$ cat src/rtl/bsrm_pkg.sv
// Shared types and constants of the backing store region map.
package bsrm_pkg;

  localparam int unsigned PID_W   = 7;
  localparam int unsigned PAGE_W  = 20;
  localparam int unsigned COUNT_W = 10;
  localparam int unsigned STORE_W = 3;
  localparam int unsigned KIND_W  = 2;

  // One table word: owner, base page, page count.
  localparam int unsigned WORD_W = PID_W + PAGE_W + COUNT_W;

  localparam logic STATUS_OK  = 1'b0;
  localparam logic STATUS_ERR = 1'b1;

  typedef enum logic [KIND_W-1:0] {
    REQ_LOOKUP = 2'd0,
    REQ_ADD    = 2'd1,
    REQ_REMOVE = 2'd2,
    REQ_MARK   = 2'd3
  } req_kind_e;

  // Controller to datapath.
  typedef struct packed {
    logic capture;   // register the incoming request
    logic issue;     // read the next table slot
    logic exec;      // perform an add or mark in place
    logic out_load;  // copy the result into the output register
  } cmd_t;

  // Datapath to controller.
  typedef struct packed {
    logic scan_kind;    // request walks the table (lookup or remove)
    logic last_issued;  // read pointer sits on the last slot
    logic hit;          // lookup found its slot
  } sts_t;

endpackage

$ cat src/rtl/bsrm_if.sv
// Request and response channel interfaces of the region map.
interface bsrm_req_if
  import bsrm_pkg::*;
();
  logic                 valid;
  logic                 ready;
  logic [KIND_W-1:0]    req_type;
  logic [PID_W-1:0]     proc_id;
  logic [PAGE_W-1:0]    page_num;
  logic [COUNT_W-1:0]   page_count;
  logic [STORE_W-1:0]   store_id;

  modport source (output valid, req_type, proc_id, page_num, page_count, store_id,
                  input ready);
  modport sink   (input valid, req_type, proc_id, page_num, page_count, store_id,
                  output ready);
endinterface

interface bsrm_rsp_if
  import bsrm_pkg::*;
();
  logic                 valid;
  logic                 ready;
  logic                 status;
  logic [STORE_W-1:0]   hit_store;
  logic [PAGE_W-1:0]    hit_base_page;
  logic [COUNT_W-1:0]   hit_page_count;

  modport source (output valid, status, hit_store, hit_base_page, hit_page_count,
                  input ready);
  modport sink   (input valid, status, hit_store, hit_base_page, hit_page_count,
                  output ready);
endinterface

$ cat src/rtl/backing_store_region_map_top.sv
// Top level of the backing store region map: sequencer plus datapath.
//
// A table with one mapping slot per backing store. Each request beat on req_i
// yields exactly one response beat on rsp_o, in order. A lookup walks the
// slots from 0 upward, reading one slot per cycle from the slot RAM, and
// returns the lowest slot whose store is in use, whose mapping is valid,
// whose owner equals proc_id and whose range base <= page < base + count
// (a zero-page mapping never matches); the walk stops at the first hit. A
// remove walks every slot and drops each mapping of the process together with
// its store. Add and mark act on the slot named by store_id in one step.
// A walk reads the slots one at a time through the single read port of the
// slot RAM. One request is in work at a time; a new request is accepted
// while the previous response still waits in the output register, and the
// block holds off further requests until that register frees up. No
// clearing pass is needed after reset.
module backing_store_region_map_top
  import bsrm_pkg::*;
#(
  parameter int unsigned ENTRIES = 8
) (
  input  logic  clk_i,
  input  logic  rst_ni,
  bsrm_req_if.sink   req_i,
  bsrm_rsp_if.source rsp_o
);

  cmd_t cmd;
  sts_t sts;

  // Sequencer: owns both handshakes and the response valid flag.
  bsrm_ctrl u_ctrl (
    .clk_i      (clk_i),
    .rst_ni     (rst_ni),
    .in_valid_i (req_i.valid),
    .in_ready_o (req_i.ready),
    .out_valid_o(rsp_o.valid),
    .out_ready_i(rsp_o.ready),
    .sts_i      (sts),
    .cmd_o      (cmd)
  );

  // Datapath: captures the request beat, holds the table, drives the payload.
  bsrm_dp #(
    .ENTRIES(ENTRIES)
  ) u_dp (
    .clk_i           (clk_i),
    .rst_ni          (rst_ni),
    .cmd_i           (cmd),
    .sts_o           (sts),
    .req_type_i      (req_i.req_type),
    .proc_id_i       (req_i.proc_id),
    .page_num_i      (req_i.page_num),
    .page_count_i    (req_i.page_count),
    .store_id_i      (req_i.store_id),
    .status_o        (rsp_o.status),
    .hit_store_o     (rsp_o.hit_store),
    .hit_base_page_o (rsp_o.hit_base_page),
    .hit_page_count_o(rsp_o.hit_page_count)
  );

endmodule

$ cat src/rtl/bsrm_ram.sv
// Generic single-write, single-read RAM with registered read data.
module bsrm_ram #(
  parameter int unsigned WIDTH = 8,
  parameter int unsigned DEPTH = 8
) (
  input  logic                     clk_i,
  input  logic                     we_i,
  input  logic [$clog2(DEPTH)-1:0] waddr_i,
  input  logic [WIDTH-1:0]         wdata_i,
  input  logic [$clog2(DEPTH)-1:0] raddr_i,
  output logic [WIDTH-1:0]         rdata_o
);

  logic [WIDTH-1:0] mem_q [DEPTH];
  logic [WIDTH-1:0] rdata_q;

  always_ff @(posedge clk_i) begin
    if (we_i) begin
      mem_q[waddr_i] <= wdata_i;
    end
    rdata_q <= mem_q[raddr_i];
  end

  assign rdata_o = rdata_q;

endmodule

$ cat src/rtl/bsrm_ctrl.sv
// Sequencer of the region map: handshakes, table walk and result hand-off.
module bsrm_ctrl
  import bsrm_pkg::*;
(
  input  logic clk_i,
  input  logic rst_ni,
  input  logic in_valid_i,
  output logic in_ready_o,
  output logic out_valid_o,
  input  logic out_ready_i,
  input  sts_t sts_i,
  output cmd_t cmd_o
);

  typedef enum logic [1:0] {
    ST_IDLE,
    ST_RUN,
    ST_DRAIN,
    ST_FINISH
  } state_e;

  state_e state_q, state_d;
  logic   out_valid_q, out_valid_d;

  always_comb begin
    state_d     = state_q;
    cmd_o       = '0;
    in_ready_o  = 1'b0;
    out_valid_d = out_valid_q && !out_ready_i;
    unique case (state_q)
      ST_IDLE: begin
        in_ready_o = 1'b1;
        if (in_valid_i) begin
          cmd_o.capture = 1'b1;
          state_d       = ST_RUN;
        end
      end
      ST_RUN: begin
        if (!sts_i.scan_kind) begin
          cmd_o.exec = 1'b1;
          state_d    = ST_FINISH;
        end else if (sts_i.hit) begin
          state_d = ST_FINISH;
        end else begin
          cmd_o.issue = 1'b1;
          if (sts_i.last_issued) begin
            state_d = ST_DRAIN;
          end
        end
      end
      ST_DRAIN: begin
        // last slot compares in this cycle
        state_d = ST_FINISH;
      end
      ST_FINISH: begin
        if (!out_valid_q || out_ready_i) begin
          cmd_o.out_load = 1'b1;
          out_valid_d    = 1'b1;
          state_d        = ST_IDLE;
        end
      end
      default: begin
        state_d = ST_IDLE;
      end
    endcase
  end

  always_ff @(posedge clk_i or negedge rst_ni) begin
    if (!rst_ni) begin
      state_q     <= ST_IDLE;
      out_valid_q <= 1'b0;
    end else begin
      state_q     <= state_d;
      out_valid_q <= out_valid_d;
    end
  end

  assign out_valid_o = out_valid_q;

endmodule

$ cat src/rtl/bsrm_dp.sv
// Datapath of the region map: request registers, slot table and compare.
module bsrm_dp
  import bsrm_pkg::*;
#(
  parameter int unsigned ENTRIES = 8
) (
  input  logic               clk_i,
  input  logic               rst_ni,
  input  cmd_t               cmd_i,
  output sts_t               sts_o,
  input  logic [KIND_W-1:0]  req_type_i,
  input  logic [PID_W-1:0]   proc_id_i,
  input  logic [PAGE_W-1:0]  page_num_i,
  input  logic [COUNT_W-1:0] page_count_i,
  input  logic [STORE_W-1:0] store_id_i,
  output logic               status_o,
  output logic [STORE_W-1:0] hit_store_o,
  output logic [PAGE_W-1:0]  hit_base_page_o,
  output logic [COUNT_W-1:0] hit_page_count_o
);

  localparam int unsigned AW = $clog2(ENTRIES);

  req_kind_e          kind_q;
  logic [PID_W-1:0]   pid_q;
  logic [PAGE_W-1:0]  page_q;
  logic [COUNT_W-1:0] count_q;
  logic [STORE_W-1:0] sid_q;

  logic [ENTRIES-1:0] map_valid_q;
  logic [ENTRIES-1:0] in_use_q;

  logic [AW-1:0] rd_idx_q;
  logic [AW-1:0] cmp_idx_q;
  logic          rd_vld_q;
  logic          hit_q;

  logic               res_status_q;
  logic [STORE_W-1:0] res_store_q;
  logic [PAGE_W-1:0]  res_base_q;
  logic [COUNT_W-1:0] res_count_q;

  logic               out_status_q;
  logic [STORE_W-1:0] out_store_q;
  logic [PAGE_W-1:0]  out_base_q;
  logic [COUNT_W-1:0] out_count_q;

  logic [WORD_W-1:0]  rdata;
  logic [PID_W-1:0]   rd_owner;
  logic [PAGE_W-1:0]  rd_base;
  logic [COUNT_W-1:0] rd_pages;
  logic [PAGE_W:0]    rd_end;
  logic               owner_match;
  logic               range_ok;
  logic               lookup_hit;
  logic               remove_hit;

  logic          sid_ok;
  logic [AW-1:0] slot;
  logic          add_ok;
  logic          mark_ok;

  assign {rd_owner, rd_base, rd_pages} = rdata;
  assign rd_end      = (PAGE_W+1)'(rd_base) + (PAGE_W+1)'(rd_pages);
  assign owner_match = map_valid_q[cmp_idx_q] && (rd_owner == pid_q);
  // empty range never matches: end equals base
  assign range_ok    = (page_q >= rd_base) && ((PAGE_W+1)'(page_q) < rd_end);
  assign lookup_hit  = rd_vld_q && (kind_q == REQ_LOOKUP) && !hit_q &&
                       in_use_q[cmp_idx_q] && owner_match && range_ok;
  assign remove_hit  = rd_vld_q && (kind_q == REQ_REMOVE) && owner_match;

  assign sid_ok  = 32'(sid_q) < ENTRIES;
  assign slot    = AW'(sid_q);
  assign add_ok  = sid_ok && in_use_q[slot] && !map_valid_q[slot];
  assign mark_ok = sid_ok && !in_use_q[slot];

  bsrm_ram #(
    .WIDTH(WORD_W),
    .DEPTH(ENTRIES)
  ) u_ram (
    .clk_i  (clk_i),
    .we_i   (cmd_i.exec && (kind_q == REQ_ADD) && add_ok),
    .waddr_i(slot),
    .wdata_i({pid_q, page_q, count_q}),
    .raddr_i(rd_idx_q),
    .rdata_o(rdata)
  );

  // Control state: table flags and the walk pointer.
  always_ff @(posedge clk_i or negedge rst_ni) begin
    if (!rst_ni) begin
      map_valid_q <= '0;
      in_use_q    <= '0;
      rd_idx_q    <= '0;
      rd_vld_q    <= 1'b0;
      hit_q       <= 1'b0;
    end else begin
      rd_vld_q <= cmd_i.issue;
      if (cmd_i.capture) begin
        rd_idx_q <= '0;
        hit_q    <= 1'b0;
      end else if (cmd_i.issue) begin
        rd_idx_q <= rd_idx_q + 1'b1;
      end
      if (lookup_hit) begin
        hit_q <= 1'b1;
      end
      if (remove_hit) begin
        map_valid_q[cmp_idx_q] <= 1'b0;
        in_use_q[cmp_idx_q]    <= 1'b0;
      end
      if (cmd_i.exec && (kind_q == REQ_ADD) && add_ok) begin
        map_valid_q[slot] <= 1'b1;
      end
      if (cmd_i.exec && (kind_q == REQ_MARK) && mark_ok) begin
        in_use_q[slot] <= 1'b1;
      end
    end
  end

  // Payload: request, result and output registers.
  always_ff @(posedge clk_i) begin
    cmp_idx_q <= rd_idx_q;
    if (cmd_i.capture) begin
      kind_q       <= req_kind_e'(req_type_i);
      pid_q        <= proc_id_i;
      page_q       <= page_num_i;
      count_q      <= page_count_i;
      sid_q        <= store_id_i;
      res_status_q <= (req_kind_e'(req_type_i) == REQ_REMOVE) ? STATUS_OK : STATUS_ERR;
      res_store_q  <= '0;
      res_base_q   <= '0;
      res_count_q  <= '0;
    end
    if (lookup_hit) begin
      res_status_q <= STATUS_OK;
      res_store_q  <= STORE_W'(cmp_idx_q);
      res_base_q   <= rd_base;
      res_count_q  <= rd_pages;
    end
    if (cmd_i.exec) begin
      res_status_q <= ((kind_q == REQ_ADD) ? add_ok : mark_ok) ? STATUS_OK : STATUS_ERR;
    end
    if (cmd_i.out_load) begin
      out_status_q <= res_status_q;
      out_store_q  <= res_store_q;
      out_base_q   <= res_base_q;
      out_count_q  <= res_count_q;
    end
  end

  assign sts_o.scan_kind   = (kind_q == REQ_LOOKUP) || (kind_q == REQ_REMOVE);
  assign sts_o.last_issued = (rd_idx_q == AW'(ENTRIES - 1));
  assign sts_o.hit         = hit_q;

  assign status_o         = out_status_q;
  assign hit_store_o      = out_store_q;
  assign hit_base_page_o  = out_base_q;
  assign hit_page_count_o = out_count_q;

endmodule

$ cat src/flat_wrapper.sv
// flat-port wrapper written by rule: the top's interface ports become plain ports
module backing_store_region_map_top_flat import bsrm_pkg::*;
#(
  parameter int unsigned ENTRIES = 8
)
  (clk_i, rst_ni, req_i_valid, req_i_req_type, req_i_proc_id, req_i_page_num, req_i_page_count, req_i_store_id, req_i_ready, rsp_o_valid, rsp_o_status, rsp_o_hit_store, rsp_o_hit_base_page, rsp_o_hit_page_count, rsp_o_ready);
  bsrm_req_if req_i_i ();
  bsrm_rsp_if rsp_o_i ();
  input  logic clk_i;
  input  logic rst_ni;
  input wire logic [$bits(req_i_i.valid)-1:0] req_i_valid;
  input wire logic [$bits(req_i_i.req_type)-1:0] req_i_req_type;
  input wire logic [$bits(req_i_i.proc_id)-1:0] req_i_proc_id;
  input wire logic [$bits(req_i_i.page_num)-1:0] req_i_page_num;
  input wire logic [$bits(req_i_i.page_count)-1:0] req_i_page_count;
  input wire logic [$bits(req_i_i.store_id)-1:0] req_i_store_id;
  output wire logic [$bits(req_i_i.ready)-1:0] req_i_ready;
  output wire logic [$bits(rsp_o_i.valid)-1:0] rsp_o_valid;
  output wire logic [$bits(rsp_o_i.status)-1:0] rsp_o_status;
  output wire logic [$bits(rsp_o_i.hit_store)-1:0] rsp_o_hit_store;
  output wire logic [$bits(rsp_o_i.hit_base_page)-1:0] rsp_o_hit_base_page;
  output wire logic [$bits(rsp_o_i.hit_page_count)-1:0] rsp_o_hit_page_count;
  input wire logic [$bits(rsp_o_i.ready)-1:0] rsp_o_ready;
  assign req_i_i.valid = req_i_valid;
  assign req_i_i.req_type = req_i_req_type;
  assign req_i_i.proc_id = req_i_proc_id;
  assign req_i_i.page_num = req_i_page_num;
  assign req_i_i.page_count = req_i_page_count;
  assign req_i_i.store_id = req_i_store_id;
  assign req_i_ready = req_i_i.ready;
  assign rsp_o_valid = rsp_o_i.valid;
  assign rsp_o_status = rsp_o_i.status;
  assign rsp_o_hit_store = rsp_o_i.hit_store;
  assign rsp_o_hit_base_page = rsp_o_i.hit_base_page;
  assign rsp_o_hit_page_count = rsp_o_i.hit_page_count;
  assign rsp_o_i.ready = rsp_o_ready;
  backing_store_region_map_top #(.ENTRIES(ENTRIES)) u_core (.clk_i(clk_i), .rst_ni(rst_ni), .req_i(req_i_i), .rsp_o(rsp_o_i));
endmodule
$ cat config.mk
export PLATFORM = sky130hd
export DESIGN_NAME = backing_store_region_map_top_flat
export DESIGN_NICKNAME = d
export VERILOG_FILES = /design/src/rtl/bsrm_pkg.sv /design/src/rtl/bsrm_if.sv /design/src/rtl/backing_store_region_map_top.sv /design/src/rtl/bsrm_ram.sv /design/src/rtl/bsrm_ctrl.sv /design/src/rtl/bsrm_dp.sv /design/src/flat_wrapper.sv
export SDC_FILE = /design/constraint.sdc
export NUM_CORES = 1
export LEC_CHECK = 0
export BUFFER_PORTS_ARGS = -buffer_cell sky130_fd_sc_hd__clkbuf_2
export CORE_MARGIN = 5
export CORE_UTILIZATION = 41
export CTS_BUF_LIST = sky130_fd_sc_hd__clkbuf_4
export CTS_CLUSTER_DIAMETER = 200
export DETAILED_ROUTE_END_ITERATION = 10
export SYNTH_ARGS = -nofsm -noshare
export SYNTH_HDL_FRONTEND = slang
export SYNTH_SLANG_ARGS = --single-unit
$ cat constraint.sdc
create_clock -name clk_i -period 6.04 [get_ports clk_i]
set_input_delay 0.604 -clock clk_i [delete_from_list [all_inputs] [get_ports clk_i]]
set_output_delay 0.604 -clock clk_i [all_outputs]
set_load 0.05 [all_outputs]
# Word-level counts from Yosys, hierarchy flattened
# Memory sizes are Yosys's and may differ from the RTL's. A register that Yosys moved wholly into a read port is not among the register bits.
# Cells that the tools add are included.
word_totals:
  ff_bits: 137
  mem_bits_rw: 296
  inputBits: 46
  memories: 1
memory_table:
  columns: ["name", "words", "width", "rd", "rd_ports_with_merged_regs", "wr", "line", "source"]
  rows:
  - ["u_core.u_dp.u_ram.mem_q", 8, 37, 1, 1, 1, "bsrm_ram.sv:14", "logic [WIDTH-1:0] mem_q [DEPTH];"]
classes:
  addsub: 2
  magnitude_cmp: 6
  eq_ne: 12
  mux: 51
  n_bitwise: 5
  reduce_logical: 30
ops:
  columns: ["operator", "count"]
  rows:
  - ["$mux W20", 2]
  - ["$mux W8", 4]
  - ["$mux W1", 26]
  - ["$add A20 B10 Y21", 1]
  - ["$lt A20 B21 Y1", 1]
  - ["$ge A20 B20 Y1", 1]
  - ["$mux W10", 2]
  - ["$logic_and A1 B1 Y1", 17]
  - ["$and A8 B8 Y8", 2]
  - ["$or A8 B8 Y8", 2]
  - ["$bmux W1 S3", 4]
  - ["$mux W2", 6]
  - ["$mux W3", 4]
  - ["$eq A2 B2 Y1 const B", 5]
  - ["$lt A3 B4 Y1 const B", 2]
  - ["$not A8 Y8", 1]
  - ["$pmux W2 S4", 1]
  - ["$eq A7 B7 Y1", 1]
  - ["$demux W1 S3", 2]
  - ["$ge A3 B1 Y1 const B", 2]
  - ["$logic_not A1 Y1", 5]
  - ["$eq A2 B1 Y1 const B", 2]
  - ["$logic_not A2 Y1", 2]
  - ["$ne A2 B2 Y1 const B", 2]
  - ["other kinds (7)", 9]

# Depth between registers and ports, before layout
# Gate-level depths: netlist of the first run.
logic_depth:
  depth_word: 9
  mapped_depth: 17
  ltp_nobuf: 16

# Modules after synthesis
# A second synthesis of the first run with hierarchy kept.
hier_totals:
  hier_cells: 985
  area_unflattened_um2: 18680.4
by_module_without_submodules:
  columns: ["module", "n_inst", "cells_per_inst", "area_per_inst_um2", "seq_area_each_um2"]
  rows:
  - ["bsrm_ram", 1, 477, 11906.4, 9629.2]
  - ["bsrm_dp", 1, 482, 6520.0, 3888.7]
  - ["bsrm_ctrl", 1, 26, 254.0, 75.1]

# Worst setup path before layout of the first run
# Ideal clock, no wire load.
synth_path:
  path_type: "register -> register"
  start: "register u_core.u_dp.u_ram.rdata_q[10], in the netlist u_core.u_dp.u_ram.rdata_o[10] (read register of u_core.u_dp.u_ram.mem_q)"
  end: "register u_core.u_dp.res_base_q[0], enable pin"
  setup_time_ps: 469
  arrival_time_ps: 5318
  required_time_ps: 5571
  path_slack_ps: 253
  stages_incl_launch_ff: 17
  n_path_buf: 0
  synth_period_minus_slack_ps: 5787
  path_cell_list: "dfxtp_1 ha_1 inv_1 fa_1 nand2b_1 a21o_1 nand3_1 a21o_1 nand3_1 xnor2_1 ha_1 a21o_1 a21oi_1 o211ai_1 o41ai_2 a31oi_2 o21ai_0"
synth_between:
  elab_chain_len: 5
  word_cells_on_any_way: 6
  classes_between: "add/sub: 1; order compare: 2; reduce/logical: 3"
synth_lines:
  columns: ["item", "line", "source"]
  rows:
  - ["from (decl)", "bsrm_ram.sv:15", "logic [WIDTH-1:0] rdata_q;"]
  - ["$add A20 B10 Y21", "bsrm_dp.sv:64", "assign rd_end = (PAGE_W+1)'(rd_base) + (PAGE_W+1)'(rd_pages);"]
  - ["$lt A20 B21 Y1", "bsrm_dp.sv:67", "assign range_ok = (page_q >= rd_base) && ((PAGE_W+1)'(page_q) < rd_end);"]
  - ["$logic_and A1 B1 Y1 (*)", "bsrm_dp.sv:67", null]
  - ["$logic_and A1 B1 Y1 (*)", "bsrm_dp.sv:69", "in_use_q[cmp_idx_q] && owner_match && range_ok;"]
  - ["$reduce_bool A2 Y1 (no source line) (*)", null, null]
  - ["to (signal assigned)", "bsrm_dp.sv:138", "res_base_q <= rd_base;"]
  - ["to (decl)", "bsrm_dp.sv:40", "logic [PAGE_W-1:0] res_base_q;"]
# Every way passes the cells marked *; elsewhere a longest branch is shown, timed or not.
# A chain may end at the register's enable or synchronous reset.

# Worst setup path after layout of the first run
layout_path:
  start: "register u_core.u_dp.u_ram.rdata_q[10], in the netlist u_core.u_dp.u_ram.rdata_o[10] (read register of u_core.u_dp.u_ram.mem_q)"
  end: "register u_core.u_dp.res_base_q[8], enable pin"
# Same word-level chain as after synthesis.

==> results of run 1 <==
[Yosys cell counts (2+ instances only)]
master / count / share of area, %
ha_1: 54 / 3.6
nor2_2: 3 / 0.10
mux2_2: 37 / 2.3
a31oi_1: 4 / 0.14
nand3_1: 13 / 0.35
o211ai_1: 6 / 0.24
dfrtp_1: 24 / 3.2
a32o_1: 2 / 0.11
o2111ai_1: 2 / 0.095
nor2b_1: 4 / 0.14
and3_1: 14 / 0.47
nand2b_1: 10 / 0.34
buf_2: 15 / 0.41
nor3_1: 24 / 0.65
inv_1: 31 / 0.63
a21o_1: 16 / 0.65
a211oi_1: 2 / 0.081
xor2_1: 4 / 0.19
a22o_1: 3 / 0.14
xnor2_1: 21 / 0.99
clkbuf_1: 14 / 0.28
o21bai_1: 2 / 0.081
dfxtp_1: 40 / 4.3
o2bb2ai_1: 8 / 0.38
nand2_1: 26 / 0.53
a21oi_1: 23 / 0.62
nor2_1: 17 / 0.34
nor3b_1: 2 / 0.081
and2_1: 2 / 0.068
nand3b_1: 2 / 0.081
edfxtp_1: 406 / 66
mux2i_1: 7 / 0.38
nor4_1: 3 / 0.10
buf_1: 3 / 0.061
o21ai_0: 14 / 0.38
nand4_1: 7 / 0.24
mux4_2: 78 / 9.5
[logic make-up after synthesis]
| kind of cell | Yosys count |
|---|---|
| flops | 470 |
| simple gates | 141 |
| mux | 123 |
| compound gates | 96 |
| buf+inv | 66 |
| fa+ha+maj | 55 |
| xor+xnor | 25 |
[power by group through the flow]
stage / clock network (W) / logic (W) / registers [W]
after floorplan: 0 / 0.00208 / 0.00451
after global placement: 0 / 0.00287 / 0.00452
after detailed placement: 0 / 0.00287 / 0.00454
after CTS: 0.00279 / 0.00291 / 0.00447
after global routing: 0.00298 / 0.00316 / 0.00453
final: 0.00269 / 0.00287 / 0.00446
[worst max-delay path, cell delays in order (launching register included)]
cell and delay (ns):
dfxtp_1 0.36, ha_1 0.19, inv_1 0.06, fa_1 0.39
nand2b_1 0.18, a21o_1 0.19, nand3_1 0.10, a21o_1 0.23
nand3_1 0.12, xnor2_1 0.15, ha_1 0.29, a21o_1 0.18
a21oi_1 0.19, o211ai_1 0.13, o41ai_2 0.43, a31oi_2 0.11
o21ai_4 0.87
[what timing repair did]
action	CTS	global route
endpoints found under the setup margin	0	0
hold buffers	44	0
setup buffers	0	0
hold endpoints to repair	67	0
[metal layers]
metal,vias to the layer above,share of wire (%),global-route usage [%]
met2,227,48,25.2
met4,0,1.5,4.49
met3,58,5.0,3.72
met1,4842,45,21.9
li1,4472,-,-
met5,-,0,0
[stage by stage]
step,power (W),instance area [µm²]
detailed placement,0.00740,19700
global placement,0.00739,19700
CTS,0.0102,21700
global route,0.0107,21700
floorplan,0.00660,18500
finish,0.0100,21700
[state kept, by name (all words and copies together) (netlist names), 2 cells and up]
register / count
u_core.u_dp.res_store_q: 3
u_core.u_dp.sid_q: 3
u_core.u_dp.kind_q: 2
u_core.u_dp.count_q: 10
u_core.u_dp.hit_page_count_o: 10
u_core.u_dp.cmp_idx_q: 3
u_core.u_dp.map_valid_q: 8
u_core.u_dp.page_q: 20
u_core.u_dp.pid_q: 7
u_core.u_dp.hit_base_page_o: 20
u_core.u_dp.u_ram.rdata_o: 37
u_core.u_dp.res_count_q: 10
u_core.u_dp.res_base_q: 20
u_core.u_dp.in_use_q: 8
u_core.u_dp.rd_idx_q: 3
u_core.u_dp.u_ram.mem_q: 296
u_core.u_dp.hit_store_o: 3
u_core.u_ctrl.state_q: 2
[area by class of cell]
type	instances	area (µm²)	area share, %
multi-input cells	440	4700	21.7
well taps	592	741	3.42
flip-flops and latches	470	13600	62.7
inverters	31	116	0.537
clock inverters	35	170	0.785
diodes	4	10.0	0.0462
repair buffers	138	943	4.35
clock buffers	187	1400	6.48
[worst min path at each step]
stage,from,to,slack [ns],cells after the start
floorplan,rst_ni,u_core.u_ctrl.out_valid_o$_DFF_PN0_,0.31,0
global placement,u_core.u_dp.res_status_q$_DFFE_PP_,u_core.u_dp.status_o$_DFFE_PP_,0.40,0
detailed placement,u_core.u_dp.res_base_q[18]$_SDFFCE_PN0P_,u_core.u_dp.hit_base_page_o[18]$_DFFE_PP_,0.40,0
CTS,req_i_valid,u_core.u_ctrl.state_q[1]$_DFFE_PN0P_,0.18,4
global route,req_i_valid,u_core.u_ctrl.state_q[1]$_DFFE_PN0P_,0.26,4
finish,req_i_valid,u_core.u_ctrl.state_q[1]$_DFFE_PN0P_,0.28,4
==> impl_metrics.toml, run 1 <==
[status]
outcome = "finished clean"

[clock_network]
numCtsBuffers = 120
cts.sinks = 470
root_buffer = "clkbuf_4"
post_cts_resized = 0
cts.path.max_buffers = 3
clk_latency_ns = 0.80
cts_tree = "built"
clkSlewWorstSetupHoldPaths_ns = 0.07
htreeDepth = 3

[place]
io_buffers = 81
placed_cells = 1627
detailedPlace.worstSlack_ns = 1.46
place.gp.congestion = 0.814
hpwlAfterDp_mm = 23.3

[sta]
post-route-period-util_pct = 75.9
setup_slack_ns = 1.45
fmax_mhz = 218
grt_setup_unrepaired = "no"
setup_violations = 0
slew_viol_final = 0
max_slew.worst_pin.slew_ns = 1.27
hold_viol_final = 0
tns_ns = 0
whs_ns = 0.283
clock_skew_ns = 0.0529
fin_crit_ns = 4.59
slew-limit-headroom_pct = 15.2

[pwr]
vdd_drop_max_mv = 0.307
switching_share_pct = 32.7
power_frac_comb_pct = 28.7
seqPwrFrac_pct = 44.5
p_int_w = 0.00674
p_switching_w = 0.00328
p_leak_nw = 7.69
powerDensity_nw_per_um2 = 462
p_clk_share_pct = 26.9

[logic_synthesis]
synth_compound_area_share_pct = 3.71
avgSynthCellArea_um2 = 19.0
async_reset_ff_share_pct = 5.11
synth_edf_count = 406
synthAdderAreaFrac_pct = 3.76
synth_xor_area_share_pct = 1.18
yosys_warnings = 0
synth_top_family_by_area = "multiplexers"
syn_nets = 1077
ys.flop_type = "edfxtp_1"
yosysUniqueCellTypes = 70
syn_area_um2 = 18500
ys_seq_area_share_pct = 73.4
synth-simple-area-share_pct = 4.21
ys_seq_elements = 470
synthMuxAreaShare_pct = 12.2
syn_inst = 976

[cells_and_area]
nets = 1302
areaGrowthSynthToFinish_pct = 17.1
layout_common_cells = "406 x edfxtp_1, 187 x clkbuf_4, 81 x clkbuf_2"
fin_cells = 1897
fin_util_pct = 48.8
n_fill_cell = 3763
final_common_cell = "edfxtp_1"
drive_above_1_share_pct = 33.1

[critical_path]
r2r_cells = 16
start_kind = "flip-flop"
reg2reg_to = "u_core.u_dp.res_base_q[8]$_SDFFCE_PN0P_"
crit_type = "flip-flop to flip-flop"
cp-endpoint = "u_core.u_dp.res_base_q[8]$_SDFFCE_PN0P_"
crit_required_ns = 6.42
end_kind = "flip-flop"
cp.arrival_ns = 4.97
reg2reg_slack_ns = 1.45
path_max_fanout = 33
r2r_start = "u_core.u_dp.u_ram.rdata_o[10]$_DFF_P_"
crit_start = "u_core.u_dp.u_ram.rdata_o[10]$_DFF_P_"

[global_route]
grt_pass1_wl_mm = 60.3
grt_max_degree = 51
grt_usage_pct = 15.8
overflow = 0
grt_pass1_vias = 10200
antenna_found_initial = 2

[routing]
drc_errors = 0
drtAntennaViolNets = 0
vias_per_cell = 5.06
wl_per_cell_um = 20.3
routed-via-count = 9599
wl_mm = 38.6
dr.pass1.iters = 6
initialDrtViolationCount = 626

[flow_run]
drv_cap = 0

[floorplan]
rows = 77
io_pins = 82
die_w_um = 222
die_area_um2 = 49500
die_h_um = 222
initial_core_util_pct = 41.7
core_um2 = 44400

[min_path]
min_path_type = "primary input to flip-flop"
No activity file was read; power rests on OpenSTA's default activity.
==> inputs of run 2 (changes only) <==
Clock period 6.04 ns to 4.7 ns, I/O delays scaled along.
==> impl_metrics.toml, run 2 (synthesis results as in run 1) <==
[critical_path]
start_kind = "flip-flop"
end_kind = "flip-flop"
r2r_cells = 15
path_max_fanout = 22
crit_type = "flip-flop to flip-flop"
crit_required_ns = 5.26
cp.arrival_ns = 4.93

[cells_and_area]
fin_util_pct = 49.0
fin_cells = 1896
areaGrowthSynthToFinish_pct = 17.5
drive_above_1_share_pct = 33.0
largest_reg_flops = 296
nets = 1304
final_common_cell = "edfxtp_1"
largest-register = "u_core.u_dp.u_ram.mem_q"
layout_common_cells = "406 x edfxtp_1, 174 x clkbuf_4, 81 x clkbuf_2"

[global_route]
antenna_found_initial = 2
grt_pass1_vias = 10400
grt_pass1_wl_mm = 61.1
grt_usage_pct = 16.1
grt_max_degree = 55
overflow = 0

[pwr]
p_int_w = 0.00855
p_switching_w = 0.00430
switching_share_pct = 33.5
powerDensity_nw_per_um2 = 590
vdd_drop_max_mv = 0.295
p_clk_share_pct = 26.1
power_frac_comb_pct = 29.2
seqPwrFrac_pct = 44.7
p_leak_nw = 7.69
p_total_w = 0.0128

[sta]
clock_skew_ns = 0.0492
whs_ns = 0.141
setup_violations = 0
grt_setup_unrepaired = "yes"
fmax_mhz = 229
post-route-period-util_pct = 93.0
fin_crit_ns = 4.37
setup_slack_ns = 0.331
slew-limit-headroom_pct = 14.7
hold_viol_final = 0
max_slew.worst_pin.slew_ns = 1.28
slew_viol_final = 0

[place]
detailedPlace.worstSlack_ns = 0.0864
io_buffers = 81
place.gp.congestion = 0.832
hpwlAfterDp_mm = 23.5
placed_cells = 1630

[clock_network]
htreeDepth = 3
cts.path.max_buffers = 3
clkSlewWorstSetupHoldPaths_ns = 0.07
numCtsBuffers = 118
root_buffer = "clkbuf_4"
clk_latency_ns = 0.83
cts_tree = "built"
cts.sinks = 470

[min_path]
whs_path_depth = 5
min_path_type = "primary input to flip-flop"

[floorplan]
die_area_um2 = 49500
die_w_um = 222
rows = 77
initial_core_util_pct = 41.7
core_um2 = 44400
io_pins = 82
die_h_um = 222

[status]
outcome = "finished clean"

[routing]
vias_per_cell = 5.13
routed-via-count = 9727
wl_mm = 39.5
drtAntennaViolNets = 0
initialDrtViolationCount = 531
drc_errors = 0
dr.pass1.iters = 5
wl_per_cell_um = 20.8

[flow_run]
drv_cap = 0
==> run 2: cell count changes in the layout (fill, tap and decap cells not counted) <==
cell,previous run,this run
clkbuf_4,187,174
buf_12,0,7
clkinv_2,2,8
buf_4,13,8
inv_6,0,3
clkinv_1,28,30
diode_2,4,2
a211oi_1,2,1
a211oi_2,0,1
buf_6,0,1
bufinv_16,1,0
clkinvlp_4,0,1
inv_2,3,2
o21ai_4,1,2
==> run 2: final cells by class <==
class	count	area, µm²
sequential	470	13600
multi-input combinational	441	4720
tap	592	741
clock buffer	174	1310
inverter	31	116
antenna	2	5.00
timing repair buffer	141	1060
fill	3763	22700
clock inverter	45	208
==> run 2: path summary, 6_finish.rpt <==
path / start / to / slack, ns
min reg2reg: u_core.u_dp.res_count_q[5]$_SDFFCE_PN0P_ / u_core.u_dp.hit_page_count_o[5]$_DFFE_PP_ / 0.43
max in group asynchronous: rst_ni / u_core.u_dp.rd_idx_q[0]$_DFFE_PN0P_ / 3.98
max reg2reg: u_core.u_dp.u_ram.rdata_o[4]$_DFF_P_ / u_core.u_dp.res_status_q$_DFFE_PP_ / 0.33
min: req_i_valid / u_core.u_ctrl.state_q[1]$_DFFE_PN0P_ / 0.14
max: u_core.u_dp.u_ram.rdata_o[4]$_DFF_P_ / u_core.u_dp.res_status_q$_DFFE_PP_ / 0.33
min in group asynchronous: rst_ni / u_core.u_dp.map_valid_q[2]$_DFF_PN0_ / 0.22
==> run 2: power by group through the flow <==
stage | clock, W | sequential (W) | combinational [W]
4_1_cts | 0.00349 | 0.00576 | 0.00375
3_5_place_dp | 0 | 0.00584 | 0.00370
6_report | 0.00335 | 0.00575 | 0.00374
3_3_place_gp | 0 | 0.00583 | 0.00367
2_1_floorplan | 0 | 0.00580 | 0.00268
5_1_grt | 0.00373 | 0.00583 | 0.00415
==> run 2: what timing repair did <==
| item | CTS | global route |
|---|---|---|
| gates resized for setup | 0 | 3 |
| endpoints found under the hold margin | 67 | 0 |
| setup endpoints to repair | 0 | 33 |
| hold buffers | 44 | 0 |
| buffers inserted | 0 | 0 |
==> run 2: critical path, cell delays in order, from the launching register on <==
cell and delay [ns]:
dfxtp_1 0.32, ha_1 0.37, a21oi_1 0.08, or3b_1 0.40, o2111ai_1 0.14, o211ai_1 0.29
nor4_1 0.36, xnor2_1 0.11, ha_1 0.30, nand4_1 0.12, or2_0 0.29, a2111oi_2 0.40
o41ai_2 0.12, a31oi_2 0.36, buf_6 0.28, o21ai_0 0.13
==> run 2: through the flow <==
step           area [µm²]  TNS, ns
6_report            21800        0
5_1_grt             21800  -0.0123
4_1_cts             21700        0
3_5_place_dp        19800        0
3_3_place_gp        19800        0
2_1_floorplan       18500        0
==> run 2: routing by layer <==
layer | part of all wire [%] | up-vias | track usage [%]
met5 | 0 | - | 0
met3 | 5.0 | 49 | 3.68
met1 | 44 | 4933 | 21.7
li1 | - | 4465 | -
met2 | 49 | 280 | 25.9
met4 | 1.8 | 0 | 5.55
